==> src/hdl/bamr_pkg.sv <==
// shared types, constants and arithmetic helpers for the body-axis matrix rotator
// no dependencies
package bamr_pkg;

    // axis codes carried in tuser
    localparam logic [1:0] KIND_ROLL  = 2'd0;
    localparam logic [1:0] KIND_YAW   = 2'd1;
    localparam logic [1:0] KIND_PITCH = 2'd2;
    localparam logic [1:0] KIND_NONE  = 2'd3;

    localparam int ZW = 33;   // q30 operand width, covers -4.0 <= x < 4.0
    localparam int PW = 67;   // product / sum width

    localparam logic signed [34:0] Q_PI      = 35'sd3373259426;
    localparam logic signed [34:0] Q_HALF_PI = 35'sd1686629713;
    localparam logic signed [ZW-1:0] Q_ONE   = 33'sd1073741824;

    localparam int TERMS_SIN = 5;
    localparam int TERMS_ALL = 11;

    typedef struct packed {
        logic [1:0]           kind;
        logic                 flip;
        logic signed [ZW-1:0] z;
    } rot_t;

    // n / d for n below 2^32 is ((n >> pre) * mul) >> post: the even factor of d is
    // shifted out first, mul is the rounded-up reciprocal of the odd part
    typedef struct packed {
        logic [1:0]  pre;
        logic [31:0] mul;
        logic [5:0]  post;
    } div_t;

    // horner divisors, sine terms then cosine terms
    function automatic div_t div_const(input logic [3:0] step);
        div_t d;
        case (step)
            4'd0:    d = '{2'd1, 32'(((64'd1 << 37) + 64'd54) / 64'd55), 6'd37};
            4'd1:    d = '{2'd3, 32'(((64'd1 << 35) + 64'd8) / 64'd9), 6'd35};
            4'd2:    d = '{2'd1, 32'(((64'd1 << 36) + 64'd20) / 64'd21), 6'd36};
            4'd3:    d = '{2'd2, 32'(((64'd1 << 34) + 64'd4) / 64'd5), 6'd34};
            4'd4:    d = '{2'd1, 32'(((64'd1 << 33) + 64'd2) / 64'd3), 6'd33};
            4'd5:    d = '{2'd2, 32'(((64'd1 << 37) + 64'd32) / 64'd33), 6'd37};
            4'd6:    d = '{2'd1, 32'(((64'd1 << 37) + 64'd44) / 64'd45), 6'd37};
            4'd7:    d = '{2'd3, 32'(((64'd1 << 34) + 64'd6) / 64'd7), 6'd34};
            4'd8:    d = '{2'd1, 32'(((64'd1 << 35) + 64'd14) / 64'd15), 6'd35};
            4'd9:    d = '{2'd2, 32'(((64'd1 << 33) + 64'd2) / 64'd3), 6'd33};
            4'd10:   d = '{2'd1, 32'(64'd1 << 31), 6'd31};
            default: d = '{2'd0, 32'(64'd1 << 31), 6'd31};
        endcase
        return d;
    endfunction

    // divide by 2^30, round to nearest, ties away from zero
    function automatic logic signed [PW-1:0] rnd_q30(input logic signed [PW-1:0] p);
        logic [PW-1:0] mag;
        logic [PW-1:0] r;
        mag = p[PW-1] ? PW'(-p) : PW'(p);
        r   = (mag + (PW'(1) << 29)) >> 30;
        return p[PW-1] ? -$signed(r) : $signed(r);
    endfunction

endpackage

==> src/hdl/bamr_front.sv <==
// front end: takes an axis/angle beat, scales the angle to q30 and folds it into +-pi/2
// depends on bamr_pkg
module bamr_front #(
    parameter int AW = 16
) (
    input  logic                   in_valid,
    output logic                   in_ready,
    input  logic [1:0]             kind,
    input  logic signed [AW-1:0]   angle,
    output logic                   push,
    output bamr_pkg::rot_t         entry,
    input  logic                   q_full
);
    import bamr_pkg::*;

    logic signed [34:0] z_wide;
    logic signed [34:0] z_fold;
    logic               flip;

    always_comb
    begin
        z_wide = 35'(angle) <<< (33 - AW);
        flip   = 1'b0;
        z_fold = z_wide;
        if (z_wide > Q_HALF_PI)
        begin
            z_fold = z_wide - Q_PI;
            flip   = 1'b1;
        end
        else if (z_wide < -Q_HALF_PI)
        begin
            z_fold = z_wide + Q_PI;
            flip   = 1'b1;
        end
    end

    assign in_ready   = !q_full;
    assign push       = in_valid && !q_full;
    assign entry.kind = kind;
    assign entry.flip = flip;
    assign entry.z    = z_fold[ZW-1:0];

endmodule

==> config.mk <==
export PLATFORM = sky130hd
export DESIGN_NAME = bamr_front
export DESIGN_NICKNAME = d
export VERILOG_FILES = /design/src/hdl/bamr_pkg.sv /design/src/hdl/bamr_front.sv
export SDC_FILE = /design/constraint.sdc
export NUM_CORES = 1
export LEC_CHECK = 0
export ABC_AREA = 1
export BUFFER_PORTS_ARGS = -buffer_cell sky130_fd_sc_hd__buf_2
export CORE_MARGIN = 8
export CORE_UTILIZATION = 50
export DETAILED_ROUTE_END_ITERATION = 12
export PLACE_DENSITY = 0.94
export SYNTH_ARGS = -nofsm -noshare
export SYNTH_HDL_FRONTEND = slang
export SYNTH_SLANG_ARGS = --single-unit
==> constraint.sdc <==
create_clock -name vclk -period 2.3
set_input_delay 0.46 -clock vclk [all_inputs]
set_output_delay 0.46 -clock vclk [all_outputs]
set_load 0.03 [all_outputs]
======== Yosys cells after proc, flatten, opt, wreduce, memory -nomap -nowiden ========
Cells that the tools add are included.
word-level totals
  register bits ........................... 0
cells by class
  $add $sub $neg .......................... 2
  $lt $le $gt $ge ......................... 2
  muxes and demuxes ....................... 4
  reduce and logical (&&, ||, !) cells .... 2
operator list
  kind                    number
  $mux 33                 2
  $add 33x33->33 const B  1
  $gt 33x32->1 const B    1
  $lt 33x32->1 const B    1
  $sub 33x33->33 const B  1
  $mux 1                  2
  $logic_and 1x1->1       1
  $logic_not 1->1         1

======== Longest topological paths before layout ========
Gate-level depths: netlist of run 1.
  word-level depth ........................ 3
  gate-level depth with buffers ........... 15
  depth with buffers taken out ............ 14

======== Least setup slack after synthesis of run 1 ========
Ideal clock, no wire load.
  path type ............................... in2out
  start point ............................. in angle[12]
  end point ............................... out entry[18] in the netlist's numbering
  data arrival time ....................... 1893 ps
  path slack .............................. -53 ps
  stages .................................. 9
  path through ............................ buf_2 -> nor2_1 -> nand2_1 -> nand2_1 -> nand2_1 -> inv_1 -> nand2_2 -> buf_4 -> o21ai_0
RTL lines
  item             RTL line          source
  start, declared  bamr_front.sv:9   input logic signed [AW-1:0] angle,
  end, declared    bamr_front.sv:11  output bamr_pkg::rot_t entry,

==> results.ini, run 1 <==
[outcome]
outcome=complete, but fails checks
violations=setup timing

[die]
die_w_um=66.08
row_count=18
ios=58
start_util=0.5154
die-height_um=66.08
dieArea_mm2=0.004366
core_area_mm2=0.002432

[final_layout]
areaGrowthSynthToFinish_pct=45.31
diodes=0
final-seq-area_um2=0
postLayoutCoreUtil=0.7490
nets=341
n_clock_buffer=0
nFlopsAndLatches=0
layout-drive-gt1-share=0.3937

[power_and_ir_drop]
p_leak_uw=0.001053
power_uw=511.9
p_per_area_mw_per_mm2=281.0
ir_drop_mv=0.1862

[drt]
ant_nets=0
via_per_inst=5.620
wl_per_cell_um=15.00
initialDrtViolationCount=186
via_count=1939
post-route-drc-count=0
drtPass1Iterations=7
wl_mm=5.176

[sta]
clock.fmax_ghz=0.4335
finalWorstSetupSlack_ps=-6.737
slew_viol_final=0
finalSetupTns_ps=-6.737
hold_violations=0
period_needed_ps=2307
period_share=1.003
rsz0062_at_grt=yes
finalSetupViolCount=1

[setup_path]
cp_max_fo=3
crit_family=simple AND/OR/NAND/NOR gates
path_class=input pin to output port
critPathMaxStageDelay_ps=190
path_cells=buf_6, inv_4, buf_6, ha_2, nand2_2, nand2_2, inv_2, nand2_2, nand2_2, nand2_1, nand2_1, nand2_1, nand2_1, nand2_2, nand2_1, nand2_1, buf_6
cp_slowest_cell=ha_2
cp-end-kind=output port
critPathBufInv=5
critPathArrivalTime_ps=1850
cp-start-kind=input pin
crit_top_cell=nand2_1
crit_required_ps=1840

[synthesis]
yosysUniqueCellTypes=23
synth_compound_area_frac=0.08084
synth_area_mm2=0.001254
synthCells=261
synth.area.mux_share=0
synth_nets=285
ys_warn_count=0
synth_top_family_by_area=simple AND/OR/NAND/NOR gates
yosys.area_share.simple=0.5639
yosysSeqAreaShare=0
synth_xor_area_frac=0.05589
yosys.area_share.adder=0.03992
avgSynthCellArea_um2=4.803

[global_routing]
grt_pass1_wl_mm=6.423
track_usage=0.1692
antenna_found_initial=0
grt_pass1_vias=1544
grt_max_degree=14
grt_overflow=0

[clock_tree]
ctsHoldBuffers=0

[placed_design]
io_buffers=53
hpwl_mm=3.250
place_ws_ps=-15.04
place_congestion=0.9761

[min_path]
hp-class=input pin to output port

[run]
max-cap-violations=0

## final cells by class
| cell class | instances | area [um^2] |
|---|---|---|
| multi-input combinational | 202 | 1041 |
| fill | 188 | 610.6 |
| tap | 30 | 37.54 |
| inverter | 32 | 140.1 |
| timing repair buffer | 81 | 603.1 |
## layout by cell type, fill, tap and decap left out, types with 2 or more instances in the layout
| cell | synthesis | final |
|---|---|---|
| clkinvlp_4 | 0 | 2 |
| nand2_4 | 0 | 3 |
| nor3_1 | 2 | 2 |
| a21oi_1 | 9 | 8 |
| nor2_4 | 0 | 2 |
| nor2_1 | 18 | 14 |
| nand3_1 | 22 | 20 |
| nor2_2 | 2 | 4 |
| buf_12 | 0 | 2 |
| inv_2 | 4 | 6 |
| buf_2 | 5 | 37 |
| nand2_1 | 113 | 99 |
| o21ai_2 | 0 | 2 |
| xor2_1 | 8 | 8 |
| o21ai_0 | 7 | 4 |
| clkbuf_4 | 0 | 2 |
| nand2_2 | 4 | 15 |
| nand4_1 | 6 | 6 |
| buf_4 | 19 | 28 |
| nand3_2 | 0 | 2 |
| buf_6 | 3 | 10 |
| ha_2 | 0 | 2 |
| inv_1 | 28 | 21 |
| inv_6 | 0 | 2 |
## repair_timing
item / CTS / global route
cloned: 0 / 1
setup buffers: 0 / 3
setup endpoints to repair: 6 / 31
pin swaps: 0 / 19
resized for setup: 2 / 80
## synthesized netlist by cell type
master | number | area share
a21oi_1 | 9 | 0.036
a31oi_1 | 1 | 0.0050
buf_2 | 5 | 0.020
buf_4 | 19 | 0.11
buf_6 | 3 | 0.027
conb_1 | 1 | 0.0030
ha_1 | 4 | 0.040
inv_1 | 28 | 0.084
inv_2 | 4 | 0.012
nand2_1 | 113 | 0.34
nand2_2 | 4 | 0.020
nand3_1 | 22 | 0.088
nand3b_1 | 1 | 0.0060
nand4_1 | 6 | 0.030
nor2_1 | 18 | 0.054
nor2_2 | 2 | 0.010
nor3_1 | 2 | 0.0080
nor4_1 | 1 | 0.0050
o211ai_1 | 1 | 0.0060
o21ai_0 | 7 | 0.028
o21bai_1 | 1 | 0.0060
or2_0 | 1 | 0.0050
xor2_1 | 8 | 0.056
## routing by layer
metal / GRT usage / share of wire
met1: 0.2111 / 0.36
met2: 0.3118 / 0.48
met3: 0.008475 / 0.11
met4: 0.02933 / 0.041
met5: 0 / 0
## path summary, 6_finish.rpt
| check | end | cells after the start | slack [ps] | from |
|---|---|---|---|---|
| setup / recovery | entry[29] | 17 | -7 | angle[0] |
| hold / removal | entry[35] | 0 | 920 | kind[1] |
## cells by family (layout without fill, tap and decap cells)
group | count (synthesis) | in the layout
AO/OA/AOI/OAI | 19 | 19
other | 1 | 1
AND/OR/NAND/NOR | 170 | 170
buffers and inverters | 59 | 113
adder cells (fa/ha/maj) | 4 | 4
XOR/XNOR | 8 | 8
## where the power goes
group	switching, uW	internal (uW)	total [uW]
logic	327	185	512
registers	0	0	0
clock network	0	0	0
total	327	185	512
## stage by stage
stage	instance area (um^2)	hold slack [ps]	cells
4_1_cts	1567	920.2	341
3_3_place_gp	1564	920.2	341
2_1_floorplan	1257	1030	261
6_report	1822	920.3	345
5_1_grt	1822	920.2	345
3_5_place_dp	1564	920.2	341
(Power assumes the default switching activity.)
==> inputs of run 2 (changes only) <==
--- a/config.mk
+++ b/config.mk
@@ -5,12 +5,13 @@
 export SDC_FILE = /design/constraint.sdc
 export NUM_CORES = 1
 export LEC_CHECK = 0
-export ABC_AREA = 1
+export ABC_AREA = 0
 export BUFFER_PORTS_ARGS = -buffer_cell sky130_fd_sc_hd__buf_2
 export CORE_MARGIN = 8
-export CORE_UTILIZATION = 50
+export CORE_UTILIZATION = 46
 export DETAILED_ROUTE_END_ITERATION = 12
 export PLACE_DENSITY = 0.94
 export SYNTH_ARGS = -nofsm -noshare
 export SYNTH_HDL_FRONTEND = slang
 export SYNTH_SLANG_ARGS = --single-unit
+export TNS_END_PERCENT = 1
==> run 2 against run 1 <==
Against the previous run:
- the run still ends with setup timing left
- via count is 24% lower
- sequential share of layout area stayed put
- highest routed layer unchanged
- cell count is 35% lower
- total power is 12% higher
- critical path depth is 8 lower
- design area is 5.4% lower
==> results.ini, run 2 <==
[outcome]
outcome=complete, but fails checks
violations=setup timing

[global_routing]
track_usage=0.2030  ; +0.03380
grt_max_degree=17  ; +3
grt_pass1_vias=1243  ; -19%
grt_pass1_wl_mm=5.858  ; -8.8%
antenna_found_initial=0  ; unchanged
grt_overflow=0  ; unchanged

[die]
ios=58  ; unchanged
dieArea_mm2=0.003694  ; -15%
core_area_mm2=0.001922  ; -21%
start_util=0.4798  ; -0.03561
die_w_um=60.78  ; -8.0%
row_count=16  ; -2
die-height_um=60.78  ; -8.0%

[placed_design]
place_congestion=0.9684  ; -0.79%
io_buffers=53  ; unchanged
hpwl_mm=2.762  ; -15%
placed_area_mm2=0.001363  ; -13%
placed_cells=217  ; -36%

[run]
max-cap-violations=0  ; unchanged

[drt]
wl_per_cell_um=22.63  ; +51%
post-route-drc-count=0  ; unchanged
wl_mm=5.068  ; -2.1%
ant_nets=0  ; unchanged
via_per_inst=6.598  ; +17%
initialDrtViolationCount=118  ; -37%
drtPass1Iterations=5  ; -2
via_count=1478  ; -24%

[final_layout]
multi_input_area_um2=910.9  ; -13%
diodes=0  ; unchanged
nFlopsAndLatches=0  ; unchanged
fin_cells=224  ; -35%
stdcell_area_mm2=0.001723  ; -5.4%
final_cell_mix=41 x buf_4, 33 x buf_2, 11 x buf_6
layout-drive-gt1-share=0.7005  ; +0.3069
areaGrowthSynthToFinish_pct=86.84
n_fill_cell=89  ; -53%
nets=223  ; -35%
final_common_cell=buf_4
n_clock_buffer=0  ; unchanged
final-seq-area_um2=0  ; unchanged

[setup_path]
crit_required_ps=1840  ; about the same
cp_slowest_cell=or3b_4
path_cells=buf_8, inv_4, ha_4, or3b_4, a211o_1, a21oi_2, a2bb2oi_4, xnor2_4, buf_6
critPathArrivalTime_ps=2180  ; +330 ps
critPathMaxStageDelay_ps=400  ; +210 ps
crit_family=compound AO/OA/AOI/OAI gates
cp-end-kind=output port
crit_cells=9  ; -8
cp-start-kind=input pin
cp_max_fo=2  ; -1
startpoint=angle[3]
critPathBufInv=3  ; -2
path_class=input pin to output port

[synthesis]
ys_warn_count=0  ; unchanged
synth_area_um2=922.1  ; -26%
yosysSeqAreaShare=0  ; unchanged
synth_top_area_share=0.1628  ; -0.1755
synthTopCellsByArea=buf_4 16%, xnor2_1 9.5%, ha_1 5.4%
yosysUniqueCellTypes=44  ; +91%
synthCells=135  ; -48%
synth_nets=159  ; -44%
avgSynthCellArea_um2=6.831  ; +42%
synthTopCellsByCount=20 x buf_4, 10 x xnor2_1, 9 x buf_2, 9 x nand2_1, 8 x inv_1
synth.most_common_cell=buf_4
synth_top_area_cell=buf_4

[power_and_ir_drop]
pwr-share-clk=0  ; unchanged
seqPwrFrac=0  ; unchanged
p_per_area_mw_per_mm2=332.0  ; +18%
ir_drop_mv=0.2528  ; +36%
p_int_uw=236.3  ; +28%
swShare=0.5868  ; -0.05130
power_uw=572.0  ; +12%
comb_power_share=1.000  ; about the same
p_leak_uw=0.0008211  ; -22%
netSwitchingPower_uw=335.6  ; +2.8%

[sta]
finalWorstSetupSlack_ps=-341.4  ; -334.7 ps
period_needed_ps=2641  ; +334.7 ps
hold_violations=0  ; unchanged
finalSetupViolCount=32  ; +31
period_share=1.148  ; +0.1455
slew_viol_final=0  ; unchanged
clock.fmax_ghz=0.3786  ; -13%
rsz0062_at_grt=yes
worst_hold_slack_ps=920.0  ; -0.2370 ps

[min_path]
hp-start=kind[1]
min_path_cells=0  ; unchanged
hp-class=input pin to output port

-- run 2: logic make-up (layout without fill, tap and decap cells) --
kind of cell / count (synthesis) / after routing / share of synthesized area
compound gates: 45 / 45 / 0.3786
xor+xnor: 10 / 10 / 0.09498
fa+ha+maj: 4 / 4 / 0.05428
buf+inv: 41 / 103 / 0.2686
other cells: 1 / 1 / 0.004067
simple gates: 34 / 34 / 0.1995
-- run 2: worst paths after layout --
path,slack (ps),to
worst max-delay path,-340,entry[30]
worst min-delay path,920,entry[35]
-- run 2: area by class of cell --
class,count,share of cell area
Tap cell,27,0.01961
Timing Repair inverter,1,0.005084
Inverter,10,0.03486
Multi-Input combinational cell,94,0.5287
Timing Repair Buffer,92,0.4118
-- run 2: power by group through the flow --
| stage | Sequential, uW | Combinational, uW | Clock (uW) |
|---|---|---|---|
| final | 0 | 572 | 0 |
| after global routing | 0 | 591 | 0 |
| after CTS | 0 | 501 | 0 |
| after detailed placement | 0 | 445 | 0 |
| after global placement | 0 | 430 | 0 |
| after floorplan | 0 | 344 | 0 |
-- run 2: per-layer routing --
metal	track usage	share of wire	vias up	wire, um
li1	-	-	596	-
met1	0.2225	0.33	663	1661
met2	0.3771	0.45	165	2289
met3	0.01907	0.13	54	683
met4	0.09635	0.085	0	433
met5	0	0	-	0
-- run 2: what timing repair did --
item,in CTS,in global routing
hold buffers,0,0
gates cloned,0,2
pin swaps,8,22
gates resized for setup,37,41
buffers inserted,4,1
endpoints found under the setup margin,32,26
-- run 2: stage by stage --
step / util / setup WS [ps] / setup TNS [ps]
floorplan: - / -154.1 / -1531
global placement: 0.7090 / -376.8 / -3717
detailed placement: 0.7090 / -418.6 / -5557
CTS: 0.7982 / -290.3 / -3592
global route: 0.8965 / -369.8 / -6623
finish: 0.8965 / -341.4 / -5330
