===== src/hdl/bamr_pkg.sv =====
// shared types, constants and arithmetic helpers for the body-axis matrix rotator
// no dependencies
package bamr_pkg;

    // axis codes carried in tuser
    localparam logic [1:0] KIND_ROLL  = 2'd0;
    localparam logic [1:0] KIND_YAW   = 2'd1;
    localparam logic [1:0] KIND_PITCH = 2'd2;
    localparam logic [1:0] KIND_NONE  = 2'd3;

    localparam int ZW = 33;   // q30 operand width, covers -4.0 <= x < 4.0
    localparam int PW = 67;   // product / sum width

    localparam logic signed [34:0] Q_PI      = 35'sd3373259426;
    localparam logic signed [34:0] Q_HALF_PI = 35'sd1686629713;
    localparam logic signed [ZW-1:0] Q_ONE   = 33'sd1073741824;

    localparam int TERMS_SIN = 5;
    localparam int TERMS_ALL = 11;

    typedef struct packed {
        logic [1:0]           kind;
        logic                 flip;
        logic signed [ZW-1:0] z;
    } rot_t;

    // n / d for n below 2^32 is ((n >> pre) * mul) >> post: the even factor of d is
    // shifted out first, mul is the rounded-up reciprocal of the odd part
    typedef struct packed {
        logic [1:0]  pre;
        logic [31:0] mul;
        logic [5:0]  post;
    } div_t;

    // horner divisors, sine terms then cosine terms
    function automatic div_t div_const(input logic [3:0] step);
        div_t d;
        case (step)
            4'd0:    d = '{2'd1, 32'(((64'd1 << 37) + 64'd54) / 64'd55), 6'd37};
            4'd1:    d = '{2'd3, 32'(((64'd1 << 35) + 64'd8) / 64'd9), 6'd35};
            4'd2:    d = '{2'd1, 32'(((64'd1 << 36) + 64'd20) / 64'd21), 6'd36};
            4'd3:    d = '{2'd2, 32'(((64'd1 << 34) + 64'd4) / 64'd5), 6'd34};
            4'd4:    d = '{2'd1, 32'(((64'd1 << 33) + 64'd2) / 64'd3), 6'd33};
            4'd5:    d = '{2'd2, 32'(((64'd1 << 37) + 64'd32) / 64'd33), 6'd37};
            4'd6:    d = '{2'd1, 32'(((64'd1 << 37) + 64'd44) / 64'd45), 6'd37};
            4'd7:    d = '{2'd3, 32'(((64'd1 << 34) + 64'd6) / 64'd7), 6'd34};
            4'd8:    d = '{2'd1, 32'(((64'd1 << 35) + 64'd14) / 64'd15), 6'd35};
            4'd9:    d = '{2'd2, 32'(((64'd1 << 33) + 64'd2) / 64'd3), 6'd33};
            4'd10:   d = '{2'd1, 32'(64'd1 << 31), 6'd31};
            default: d = '{2'd0, 32'(64'd1 << 31), 6'd31};
        endcase
        return d;
    endfunction

    // divide by 2^30, round to nearest, ties away from zero
    function automatic logic signed [PW-1:0] rnd_q30(input logic signed [PW-1:0] p);
        logic [PW-1:0] mag;
        logic [PW-1:0] r;
        mag = p[PW-1] ? PW'(-p) : PW'(p);
        r   = (mag + (PW'(1) << 29)) >> 30;
        return p[PW-1] ? -$signed(r) : $signed(r);
    endfunction

endpackage


===== src/hdl/bamr_queue.sv =====
// two-entry queue between the front end and the rotation engine
// depends on bamr_pkg
module bamr_queue (
    input  logic           clk,
    input  logic           rst_n,
    input  logic           push,
    input  bamr_pkg::rot_t wr_entry,
    output logic           full,
    input  logic           pop,
    output logic           valid,
    output bamr_pkg::rot_t rd_entry
);
    import bamr_pkg::*;

    rot_t       slot_reg [2];
    logic       wr_ptr_reg, wr_ptr_next;
    logic       rd_ptr_reg, rd_ptr_next;
    logic [1:0] count_reg, count_next;

    assign full     = count_reg == 2'd2;
    assign valid    = count_reg != 2'd0;
    assign rd_entry = slot_reg[rd_ptr_reg];

    always_comb
    begin
        wr_ptr_next = push ? !wr_ptr_reg : wr_ptr_reg;
        rd_ptr_next = pop ? !rd_ptr_reg : rd_ptr_reg;
        count_next  = count_reg + 2'(push) - 2'(pop);
    end

    always_ff @(posedge clk or negedge rst_n)
    begin
        if (!rst_n)
        begin
            wr_ptr_reg <= 1'b0;
            rd_ptr_reg <= 1'b0;
            count_reg  <= 2'd0;
        end
        else
        begin
            wr_ptr_reg <= wr_ptr_next;
            rd_ptr_reg <= rd_ptr_next;
            count_reg  <= count_next;
        end
    end

    always_ff @(posedge clk)
    begin
        if (push)
            slot_reg[wr_ptr_reg] <= wr_entry;
    end

endmodule


===== config.mk =====
export PLATFORM = sky130hd
export DESIGN_NAME = bamr_queue
export DESIGN_NICKNAME = d
export VERILOG_FILES = /design/src/hdl/bamr_pkg.sv /design/src/hdl/bamr_queue.sv
export SDC_FILE = /design/constraint.sdc
export NUM_CORES = 1
export LEC_CHECK = 0
export ABC_CLOCK_PERIOD_IN_PS = 2400
export BUFFER_PORTS_ARGS = -buffer_cell sky130_fd_sc_hd__buf_4
export CAP_MARGIN = 40
export CORE_ASPECT_RATIO = 0.5
export CORE_UTILIZATION = 47
export CTS_CLUSTER_DIAMETER = 120
export DETAILED_ROUTE_END_ITERATION = 7
export PLACE_DENSITY = 0.76
export SLEW_MARGIN = 20
export SYNTH_ARGS = -nofsm -noshare
export SYNTH_HDL_FRONTEND = slang
export SYNTH_SLANG_ARGS = --single-unit
export TNS_END_PERCENT = 5

===== constraint.sdc =====
create_clock -name clk -period 2.4 [get_ports clk]
set_input_delay 0.24 -clock clk [delete_from_list [all_inputs] [get_ports clk]]
set_output_delay 0.24 -clock clk [all_outputs]
set_load 0.02 [all_outputs]

Yosys cells after proc, flatten, opt, wreduce, memory -nomap -nowiden

Memories as Yosys holds them, arrays and structs flattened.
Cells that the tools add are included.

Memories: 1
Memory bits (writable): 72
Bits in registers: 4
Bits in read-only memories: 0
Bits in latches: 0

Eq/ne operators: 1
$mul: 0
Add/sub/neg operators: 2
Shifts and indexed selects: 0
Multiplexer cells: 2
Divide/modulo/power cells: 0
Reductions and logical operators: 3
Bitwise operators: 0
$lt $le $gt $ge: 0

Memory list:

| name     | depth | width | rd ports | clocked after Yosys merged registers in | wr ports | RTL line         | RTL |
|---|---|---|---|---|---|---|---|
| slot_reg | 2     | 36    | 1        | 0                                       | 1        | bamr_queue.sv:15 | `rot_t slot_reg [2];` |

Operators with widths:

| operator           | number |
|---|---|
| $add 2x1->2        | 1 |
| $eq 2x2->1 const B | 1 |
| $logic_not 1->1    | 2 |
| $mux 1             | 2 |
| $reduce_bool 2->1  | 1 |
| $sub 2x1->2        | 1 |

Logic depth before layout (Yosys ltp)

Gate-level depths: netlist (run 1).

Depth in word-level cells: 2
Mapped depth: 5
Mapped depth without buffers: 5

Worst setup path before layout (run 1)

Ideal clock, no wire load.

Path type: register -> register
Start: reg wr_ptr_reg
End: mem slot_reg[0][0] (netlist name), enable pin
Buffers on the path: 0
Required time: 1.966 ns
Arrival: 2.017 ns
Path slack: -0.051 ns
Stages on the path, launching flop included: 2
Library setup time: 0.434 ns
Cells stage by stage: dfrtp_1 -> nor2b_1

RTL lines:

| what                   | RTL line         | RTL |
|---|---|---|
| start, declared        | bamr_queue.sv:16 | `logic wr_ptr_reg, wr_ptr_next;` |
| start signal, assigned | bamr_queue.sv:41 | `wr_ptr_reg <= wr_ptr_next;` |
| end, declared          | bamr_queue.sv:15 |  |

Straight into the memory's write port.

==> results of run 1 <==
==> report_power, final <==
part           internal (W)  switching (W)  leakage (nW)
sequential          0.00177      0.0000882         0.721
clock              0.000916       0.000504         0.156
combinational      0.000889       0.000864         0.732
==> cells by family after synthesis <==
family        Yosys count
xor+xnor                3
fa+ha+maj               2
buf+inv                 6
flops                  76
mux                    36
simple gates            4
==> final cells by class <==
cell class | instances | area [um^2]
inverter | 2 | 7.51
fill | 373 | 1800
clock buffer | 9 | 225
clock inverter | 7 | 98.8
multi-input combinational | 45 | 614
tap | 84 | 105
sequential | 76 | 2260
timing repair buffer | 82 | 643
==> placed cells by master (no fill, tap or decap), types with 2 or more instances in the layout <==
cell type | Yosys | final
sky130_fd_sc_hd__ha_1 | 2 | 2
sky130_fd_sc_hd__buf_4 | 0 | 79
sky130_fd_sc_hd__buf_12 | 3 | 2
sky130_fd_sc_hd__edfxtp_1 | 72 | 72
sky130_fd_sc_hd__mux2_4 | 29 | 29
sky130_fd_sc_hd__clkbuf_16 | 0 | 9
sky130_fd_sc_hd__dfrtp_1 | 4 | 3
sky130_fd_sc_hd__inv_6 | 0 | 2
sky130_fd_sc_hd__xor2_1 | 2 | 2
sky130_fd_sc_hd__bufinv_16 | 0 | 2
sky130_fd_sc_hd__inv_1 | 2 | 2
sky130_fd_sc_hd__mux2_2 | 7 | 7
==> through the flow <==
stage	setup slack, ns	std cells	hold WS [ns]
2_1_floorplan	0.632	127	-0.0556
3_3_place_gp	0.959	288	0.0378
3_5_place_dp	0.926	288	0.0436
4_1_cts	0.561	305	0.0787
5_1_grt	0.530	305	0.0750
6_report	0.588	305	0.0918
==> worst min path at each step <==
| stage | depth (start not counted) | start | endpoint |
|---|---|---|---|
| global route | 1 | wr_entry[28] | slot_reg[0][28]$_DFFE_PP_ |
| detailed placement | 1 | rst_n | count_reg[0]$_DFF_PN0_ |
| CTS | 1 | wr_entry[28] | slot_reg[0][28]$_DFFE_PP_ |
| finish | 1 | wr_entry[28] | slot_reg[0][28]$_DFFE_PP_ |
| global placement | 1 | rst_n | count_reg[0]$_DFF_PN0_ |
| floorplan | 0 | rst_n | count_reg[0]$_DFF_PN0_ |
==> per-layer routing <==
metal	global-route usage [%]	vias up	wire, um
li1	-	676	-
met1	16.3	686	1750
met2	27.9	38	2630
met3	8.05	6	268
met4	5.57	0	59
met5	0	-	0
==> results, run 1 <==
- The number of synthesized flops with an enable pin is 72.
- The y dimension of the die is 58.0 um.
- The critical path starts at rd_ptr_reg$_DFFE_PN0P_.
- After synthesis, the netlist uses 13 different library cells.
- The most common cell in the synthesized netlist is sky130_fd_sc_hd__edfxtp_1.
- In this run the count of I/O pins placed on the die edge is 78.
- Counting both buffers and inverters, the worst setup path holds a total of 2.
- The fraction of registers with async set/reset is 5.26%.
- The design draws 0.00503 W.
- During placement, the flow inserted port buffers numbering 77.
- In the finished design, the share of the clock period the worst path needs comes to 75.5%.
- In this run the static leakage power is 1.61 nW.
- During synthesis, Yosys emitted a total of 0 warnings.
- The share of synthesized area spent on multiplexers is 17.5%.
- After detailed routing, the average wire length per cell comes to 15.5 um.
- The number of CTS-inserted buffers is 9.
- The fraction of synthesized cell area in xor and xnor cells is 1.40%.
- The commonest cells after synthesis are 72 x sky130_fd_sc_hd__edfxtp_1, 29 x sky130_fd_sc_hd__mux2_4, 7 x sky130_fd_sc_hd__mux2_2, 4 x sky130_fd_sc_hd__dfrtp_1, 3 x sky130_fd_sc_hd__buf_12.
- Among all flip-flop cells after synthesis, the most frequent one is sky130_fd_sc_hd__edfxtp_1.
- The largest clock skew in the final design is 0.00485 ns.
- The number of rows created at floorplan is 19.
- The top cell type's share of synthesized area is 73.4%.
- The post-detailed-routing wire length is 4710 um.
- The startpoint of the worst register-to-register path is wr_ptr_reg$_DFFE_PN0P_.
- For this block, the initial DRC count from the detailed router was 53.
- The number of nets at the end of the flow is 258.
- In this run the standard cell core region covers 0.00575 mm^2.
- Global routing used 15.7% of the available tracks.
- The post-synthesis cell count is 127.
- The largest single stage delay on the critical path is 0.39 ns.
- The adder-cell share of the synthesized area is 0.849%.
- The number of antenna diodes in the final layout is 0.
- The kind of capture point of the worst setup path is an output port.
- The count of endpoints failing hold in the final timing report is 0.
- The worst path arrival time is 1.57 ns.
- For this run the aggregate overflow at the end of global routing stands at 0.
- The critical path data required time is 2.16 ns.
- Counting along the longest clock path gives a buffer depth of 2.
- The first detailed-routing pass ran for 3 iterations.
- After detailed placement, the total cell area comes to 0.00362 mm^2.
- The deepest level of the CTS H-tree is 3.
- The library cell with the largest summed area after synthesis is sky130_fd_sc_hd__edfxtp_1.
- The flow ran to the end, and the final reports show no timing, DRC or antenna violations.
- Broken down by cell family, the worst path's largest delay share belongs to buffers and inverters.
- The number of flip-flops in the largest register is 72.
- The hold buffer count at CTS is 1.
- The final max-slew violation count came to 0.
- The area fraction in compound gates after synthesis is 0%.
- Based on the critical path, the design can be clocked at up to 552 MHz.
- The average size of a mapped cell is 23.2 um^2.
- The worst setup path is of the reg -> out kind.
- The DRC violation count after routing is 0.
- The weighted congestion reported at the end of routability-driven placement is 0.670.
- The number of gates on the worst path with buffers counted is 3.
- Cells fill 68.8% of the core in the end.
- The worst path needs 1.81 ns of the cycle, external delays included.
- The cell area after technology mapping is 0.00295 mm^2.
- The wire length of the first global-routing pass is 7150 um.
- When the netlist entered floorplanning its net count stood at 169.
- The pin count of the biggest net entering global routing is 22.
- For this design, the slowest cell found on the critical path is sky130_fd_sc_hd__mux2_2.
- Setup repair after global routing left no endpoint under its margin.
- The finished cells cover 0.00396 mm^2.
- The simple-gate area share of the yosys netlist is 0.849%.
- The worst-path maximum fanout is 21.
- Setup violations remaining at the end of the flow were counted as 0.
- The later pin in the worst-skew pair is clocked with a latency of 0.33 ns.
- The routed layout has 1406 vias.
- Measured against its own limit, the worst slew margin works out to 63.5%.
- VDD sags by at most 0.000621 V.
- The layout-stage area growth over the synthesis result is 34.3%.
- Sequential cells were found to cover 76.8% of the synthesized design area.
- The cell chosen for the clock root is sky130_fd_sc_hd__clkbuf_16.
- The clock slew at the register clock pins of the worst setup and hold paths is 0.06 ns.
- The initial core utilization is 51.2%.
- Traced cell by cell, the critical path runs through buf_4, mux2_2, buf_4.
- The via count of the first global-routing pass came to 1457.
- The worst setup path is launched from a register.
- The worst setup slack for register-to-register paths is 0.95 ns.
- The most critical setup path has its endpoint at rd_entry[35].
- The most numerous cell on the critical path is sky130_fd_sc_hd__buf_4.
- Across the run, the number of max-cap violations was 0.
- The floorplan die width is 114 um.
- In this run, post-CTS repair resized a total of 0 instances.
- Post-CTS timing repair inserted 0 buffers for setup.
- The initial antenna violation count was 0.
- For the pin with the worst max-slew slack, the measured transition is 0.546 ns.
- The routed via count divided by cell count is 4.61.
- In the final timing run, aggregate negative setup slack is 0 ns.
- The floorplan step defined a die boundary enclosing 0.00661 mm^2.
- The tree built by TritonCTS fans out to 76 sinks.
- The power density over cell area is 1270 mW/mm^2.
- The TritonCTS clock tree is done.
- The register bit count reported by yosys is 76.
- The largest family of logic cells by synthesized area is multiplexers.
- In this run the remaining antenna-violating nets after routing total 0.
- The worst min-delay path class is in -> reg.
- The fraction of layout instances using a drive strength above 1 is 62.0%.
- Ranked by total cell area, the synthesized netlist is headed by sky130_fd_sc_hd__edfxtp_1 73%, sky130_fd_sc_hd__mux2_4 15%, sky130_fd_sc_hd__dfrtp_1 3.4%, sky130_fd_sc_hd__mux2_2 2.7%, sky130_fd_sc_hd__buf_12 2.0%.
- The detailed-placement wirelength estimate is 3220 um.
- The worst reg2reg path depth is 2.
- In this run the critical register-to-register path is captured at slot_reg[0][3]$_DFFE_PP_.
Note: power is estimated with default switching activity, not from simulation.
==> run 2: changes to the inputs <==
- ABC_CLOCK_PERIOD_IN_PS: 2400 -> 1800
- CORE_UTILIZATION: 47 -> 50
- PLACE_DENSITY: 0.76 -> 0.77
- clock period: 2.4 -> 1.8 ns (I/O delays scaled with it)
==> results, run 2 (same netlist as run 1, synthesis figures left out) <==
- The highest cell delay on the worst timing path is 0.38 ns.
- The post-detailed-routing wire length is 4510 um.
- The detailed-routing iteration count for the pre-antenna-repair pass is 4.
- The TritonCTS clock tree is done.
- The largest clock skew in the final design is 0.00319 ns.
- The slew of the pin with the lowest slew margin is 0.340 ns.
- The critical setup path kind is reg -> out.
- The deepest level of the CTS H-tree is 3.
- The flow ran to the end, and the final reports show no timing, DRC or antenna violations.
- For this configuration, the core starts out at a cell density of 52.7%.
- VDD sags by at most 0.000862 V.
- The number of antenna diodes in the final layout is 0.
- The final clock period utilization by the worst path is 93.8%.
- Data on the critical path is required at its endpoint by 1.62 ns.
- The worst setup slack for register-to-register paths is 0.36 ns.
- At the end of the flow, the number of nets in the layout was 260.
- The register with the most flip-flops in the layout has 72 of them.
- The signal on the critical path passes through buf_4, mux2_2, buf_4.
- The start point of the critical path is rd_ptr_reg$_DFFE_PN0P_.
- The routed layout has 1421 vias.
- For this run, global-route usage on met2 was measured as 27.3%.
- The clock passes through at most 2 buffers.
- Compared with the post-synthesis result, the final layout area differs by 33.8%.
- The clock sink total is 76.
- The wire length of the first global-routing pass is 7220 um.
- During I/O placement, the number of pins put on the boundary was 78.
- Once detail routing completed, the nets flagged for antenna violations numbered 0.
- The routing usage on met1 is 18.7%.
- The number of rows created at floorplan is 19.
- In this run the most used layer during global routing was met2.
- On the critical path, the stage with the largest delay is an instance of sky130_fd_sc_hd__mux2_2.
- The endpoint of the worst-slack reg-to-reg timing path is count_reg[1]$_DFF_PN0_.
- The end point of the critical path is rd_entry[5].
- The quantity of gates resized following cts is 0.
- By instance count, the cell type seen most on the critical path is sky130_fd_sc_hd__buf_4.
- Along the worst path, the maximum fanout reaches 19.
- The fraction of layout instances using a drive strength above 1 is 61.0%.
- The y dimension of the die is 56.3 um.
- The iteration-0 DRC count of the detailed router is 37.
- The critical path crosses 3 cells after its start point.
- The layout filler cell count is 365.
- The final worst-path setup slack is 0.112 ns.
- The pin count of the biggest net entering global routing is 20.
- The initial antenna violation count came to 0.
- STA classifies the critical path endpoint as an output port.
- The worst register-to-register path begins at count_reg[0]$_DFF_PN0_.
- The total global-route track usage is 16.1%.
- Counting both buffers and inverters, the worst setup path holds a total of 2.
- The floorplan die width is 111 um.
- Setup violations remaining at the end of the flow were counted as 0.
- The met3 capacity usage during global routing is 5.94%.
- In the final layout, the multi-input gates occupy 614 um^2.
- The final period demand of the worst path is 1.69 ns.
- The count of endpoints failing hold in the final timing report is 0.
- The routed wire length per instance is 15.3 um.
- The library cell used most frequently in the layout, excluding fill and tap cells, is sky130_fd_sc_hd__buf_4.
- The routed via count divided by cell count is 4.80.
- The top cell family by delay on the critical path is buffers and inverters.
- The maximum clock frequency is 592 MHz.
- The final max-slew violation count is 0.
- The worst path arrival time is 1.51 ns.
- Max-cap violations in this run came to 0.
- Timing analysis after detailed placement gives a worst setup slack of 0.339 ns.
- The worst slew margin relative to its limit is 77.3%.
- Buffers inserted during clock tree synthesis total 9.
- Counting cells, the worst reg-to-reg path comes to 5.
- In the layout the commonest cells are 83 x sky130_fd_sc_hd__buf_4, 72 x sky130_fd_sc_hd__edfxtp_1, 29 x sky130_fd_sc_hd__mux2_4.
- The clock slew at the register clock pins of the worst setup and hold paths is 0.05 ns.
- The worst setup path is launched from a register.
- Setup repair after global routing left no endpoint under its margin.
- The design draws 0.00675 W.
- The DRC violation count after routing is 0.
- The cell chosen for the clock root is sky130_fd_sc_hd__clkbuf_16.
- The die covers 0.00622 mm^2.
- Adding up every negative setup slack in the final design gives 0 ns.
- At the later pin of the worst-skew pair, clock insertion delay measures 0.32 ns.
- The power density over cell area is 1710 mW/mm^2.
- Routability-driven placement finished with a final weighted congestion of 0.656.
- During placement, the flow inserted port buffers numbering 77.
- The detailed-placement wirelength estimate is 3090 um.
- The worst hold path belongs to the class in -> reg.
- The core region is 0.00559 mm^2.
- For this design the static power due to leakage is 1.61 nW.
- The final global-route overflow total is 0.
- The area of all sequential standard cells is 0.00226 mm^2.
- The via count of the first global-routing pass is 1520.
## run 2: cell count changes in the layout (fill, tap and decap cells not counted)
cell	change
sky130_fd_sc_hd__buf_4	+4
sky130_fd_sc_hd__inv_6	-2
sky130_fd_sc_hd__clkinv_2	-1
sky130_fd_sc_hd__clkbuf_1	+2
sky130_fd_sc_hd__clkinv_4	-1
sky130_fd_sc_hd__clkinv_1	+1
sky130_fd_sc_hd__bufinv_16	+1
sky130_fd_sc_hd__buf_12	-2
## run 2: through the flow
stage	cell area, um^2	hold WS, ns	std cells	util (%)
after floorplan	2950	-0.116	127	-
after global placement	3600	-0.0225	279	64.4
after detailed placement	3600	-0.0197	279	64.4
after CTS	3940	0.0235	296	70.6
after global routing	3940	0.0262	296	70.6
final	3940	0.0365	296	70.6
## run 2: layout make-up
type | count | share of cell area [%]
inverter | 2 | 0.190
sequential | 76 | 57.4
clock buffer | 11 | 5.90
multi-input combinational | 45 | 15.6
clock inverter | 5 | 2.57
timing repair buffer | 84 | 16.1
tap | 73 | 2.32
## run 2: worst min-delay path by stage
| stage | startpoint | to | slack, ns | depth (start not counted) |
|---|---|---|---|---|
| floorplan | rst_n | count_reg[0]$_DFF_PN0_ | -0.12 | 0 |
| global placement | rst_n | count_reg[0]$_DFF_PN0_ | -0.02 | 1 |
| detailed placement | rst_n | count_reg[0]$_DFF_PN0_ | -0.02 | 1 |
| CTS | pop | rd_ptr_reg$_DFFE_PN0P_ | 0.02 | 2 |
| global route | wr_entry[31] | slot_reg[1][31]$_DFFE_PP_ | 0.03 | 1 |
| finish | pop | rd_ptr_reg$_DFFE_PN0P_ | 0.04 | 2 |
## run 2: timing repair
item | CTS | global route
hold buffers | 1 | 0
hold endpoints to repair | 4 | 0
buffers inserted | 0 | 0
## run 2: worst register-to-register path: cells and delay by family (launching register included)
family | cells | cell delay, ns
flip-flops | 1 | 0.37
adder cells (fa/ha/maj) | 2 | 0.42
buffers and inverters | 2 | 0.13
XOR/XNOR | 1 | 0.40
## run 2: report_power, final
part	leakage [nW]	switching, W	internal (W)	total (W)
registers	0.721	0.000112	0.00236	0.00247
clock network	0.157	0.000615	0.00135	0.00196
logic	0.735	0.00115	0.00117	0.00232
## run 2: routing by layer
layer | share of wire [%] | routed length, um
met2 | 53 | 2380
met4 | 1.4 | 63
met5 | 0 | 0
met1 | 41 | 1860
met3 | 4.7 | 214
==> run 3: changes to the inputs <==
- CTS_CLUSTER_DIAMETER: 120 -> 80
- REMOVE_ABC_BUFFERS: default -> 1
==> results, run 3 (same netlist as run 1, synthesis figures left out) <==
- Data on the critical path arrives at its endpoint at 1.54 ns.
- The post-place instance area is 0.00361 mm^2.
- Cells fill 70.4% of the core in the end.
- The clock tree buffer depth is 2.
- Setup repair after global routing left no endpoint under its margin.
- In this run the most used layer during global routing was met2.
- The initial antenna violation count was 0.
- The combinational cell fraction of total power is 36.4%.
- The placeable core area is 0.00559 mm^2.
- The routed wire length per instance is 16.0 um.
- The part of the power in registers is 38.0%.
- The initial core utilization is 52.7%.
- The final period demand of the worst path is 1.72 ns.
- The via count of the first global-routing pass is 1509.
- The met2 layer usage reported by global route is 26.3%.
- IR analysis of the VDD net gives a maximum drop of 0.00118 V.
- The clock network latency to the later pin of the worst-skew pair is 0.32 ns.
- In the layout the commonest cells are 77 x sky130_fd_sc_hd__buf_4, 72 x sky130_fd_sc_hd__edfxtp_1, 29 x sky130_fd_sc_hd__mux2_4.
- The internal power is 0.00467 W.
- CTS placed an instance of sky130_fd_sc_hd__clkbuf_16 at the clock tree root.
- The worst slew margin relative to its limit is 85.4%.
- The post-placement setup slack is 0.387 ns.
- In the routed layout, each cell is associated on average with a via count of 4.84.
- Net switching is 29.1% of the power.
- In the post-route analysis, the smallest setup slack over all paths is 0.0757 ns.
- TritonCTS built the clock tree.
- The clock slew at the register clock pins of the worst setup and hold paths is 0.05 ns.
- The detailed-routing iteration count for the pre-antenna-repair pass is 4.
- The critical path goes through clkbuf_16, mux2_4, buf_4.
- The post-detailed-routing wire length is 4710 um.
- Among all stages on the critical path, the largest delay is contributed by sky130_fd_sc_hd__dfrtp_2.
- The flow ran to the end, and the final reports show no timing, DRC or antenna violations.
- The full die area is 0.00622 mm^2.
- In this run, placement finished with an instance count of 276.
- Leaving out fill and tap cells, the most frequent cell in the layout is sky130_fd_sc_hd__buf_4.
- The register with the most flip-flops in the layout has 72 of them.
- The min-delay analysis places its worst path in the category in -> reg.
- Global routing consumed, on the met1 layer, 16.8% of the routing resources.
- STA puts the critical path data required time at 1.62 ns.
- The clock power share is 25.5%.
- The worst path buffer plus inverter count is 2.
- The worst path uses 95.8% of the clock period.
- The met3 capacity usage during global routing is 7.24%.
- The number of clock buffers added by TritonCTS is 9.
- The pin count of the biggest net entering global routing is 37.
- The wire length of the first global-routing pass is 7080 um.
- Broken down by cell family, the worst path's largest delay share belongs to flip-flops.
- The floorplan step set the die width to 111 um.
- The critical setup path kind is reg -> out.
- Of the cells placed in the final design, the portion with a size suffix greater than 1 is 60.6%.
- The maximum clock frequency is 580 MHz.
- Setup total negative slack on the finished layout was measured at 0 ns.
- Routability-driven placement finished with a final weighted congestion of 0.678.
- Setup violations remaining at the end of the flow were counted as 0.
- The power density over cell area is 1670 mW/mm^2.
- The deepest level of the CTS H-tree is 3.
- The total global-route track usage is 15.8%.
- The final max-slew violation count is 0.
- STA classifies the critical path startpoint as a register.
- Once detail routing completed, the nets flagged for antenna violations numbered 0.
- The worst-path maximum fanout is 16.
- The final global-route overflow total is 0.
- The kind of capture point of the worst setup path is an output port.
- The number of nets at the end of the flow is 258.
- The via count is 1424.
- The diode insertion count for antenna repair is 0.
- Max-cap violations in this run came to 0.
- Port buffering added 77 buffers.
- During I/O placement, the number of pins put on the boundary was 78.
- The switching power total is 0.00192 W.
- In this run, post-CTS repair resized a total of 0 instances.
- The count of endpoints failing hold in the final timing report is 0.
- The clock sink total is 76.
- The highest cell delay on the worst timing path is 0.49 ns.
- In this run, the number of DRC markers left after iteration 0 of detailed routing was 49.
- The layout-stage area growth over the synthesis result is 33.5%.
- The number of standard cells in the final layout excluding fillers is 294.
- The detailed-placement wirelength estimate is 2930 um.
- The static leakage is 1.60 nW.
- On the final layout, the worst clock skew is 0.00278 ns.
- In this run the post-CTS setup repair buffer count came out at 0.
- The slew of the pin with the lowest slew margin is 0.219 ns.
- The cell area after layout is 0.00393 mm^2.
- In this run the core area contains 19 standard-cell rows.
- The die is 56.3 um tall.
- For this run, design rule violations remaining after detail routing come to 0.
-- run 3: cell count changes in the layout (fill, tap and decap cells not counted) --
cell,previous run,this run
sky130_fd_sc_hd__buf_4,83,77
sky130_fd_sc_hd__buf_12,0,3
sky130_fd_sc_hd__bufinv_16,3,1
sky130_fd_sc_hd__clkinv_2,0,2
sky130_fd_sc_hd__clkbuf_1,2,1
sky130_fd_sc_hd__clkbuf_16,9,10
sky130_fd_sc_hd__clkinv_1,1,2
-- run 3: layout make-up --
class	count	area, um^2
multi-input cells	45	614
clock inverters	6	55.1
clock buffers	10	229
fillers	356	1650
repair buffers	82	673
inverters	2	7.51
flip-flops and latches	76	2260
well taps	73	91.3
-- run 3: path summary, 6_finish.rpt --
path,start,slack [ns],depth (start not counted),endpoint
min in group asynchronous,rst_n,0.18,2,rd_ptr_reg$_DFFE_PN0P_
hold / removal,wr_entry[14],0.04,1,slot_reg[1][14]$_DFFE_PP_
hold reg to reg,wr_ptr_reg$_DFFE_PN0P_,0.56,1,wr_ptr_reg$_DFFE_PN0P_
setup / recovery,rd_ptr_reg$_DFFE_PN0P_,0.08,3,rd_entry[27]
setup reg to reg,count_reg[0]$_DFF_PN0_,0.42,5,count_reg[1]$_DFF_PN0_
max in group asynchronous,rst_n,1.51,2,rd_ptr_reg$_DFFE_PN0P_
-- run 3: power groups by stage --
stage	registers, W	clock network (W)	logic [W]
floorplan	0.00263	0	0.00137
finish	0.00250	0.00168	0.00240
global placement	0.00250	0	0.00233
detailed placement	0.00253	0	0.00235
CTS	0.00249	0.00172	0.00237
global route	0.00253	0.00178	0.00253
-- run 3: through the flow --
stage	total power (W)	hold slack (ns)
after detailed placement	0.00488	-0.0209
final	0.00658	0.0396
after floorplan	0.00401	-0.116
after CTS	0.00658	0.0259
after global placement	0.00483	-0.0217
after global routing	0.00684	0.0210
-- run 3: what timing repair did --
action                                  in CTS  in global routing
hold endpoints to repair                     4                  0
hold buffers                                 1                  0
endpoints found under the setup margin       0                  3
-- run 3: routing by layer --
metal,share of wire [%],routed length [um]
met5,0,0
met4,2.2,104
met3,5.7,266
met2,53,2470
met1,40,1860
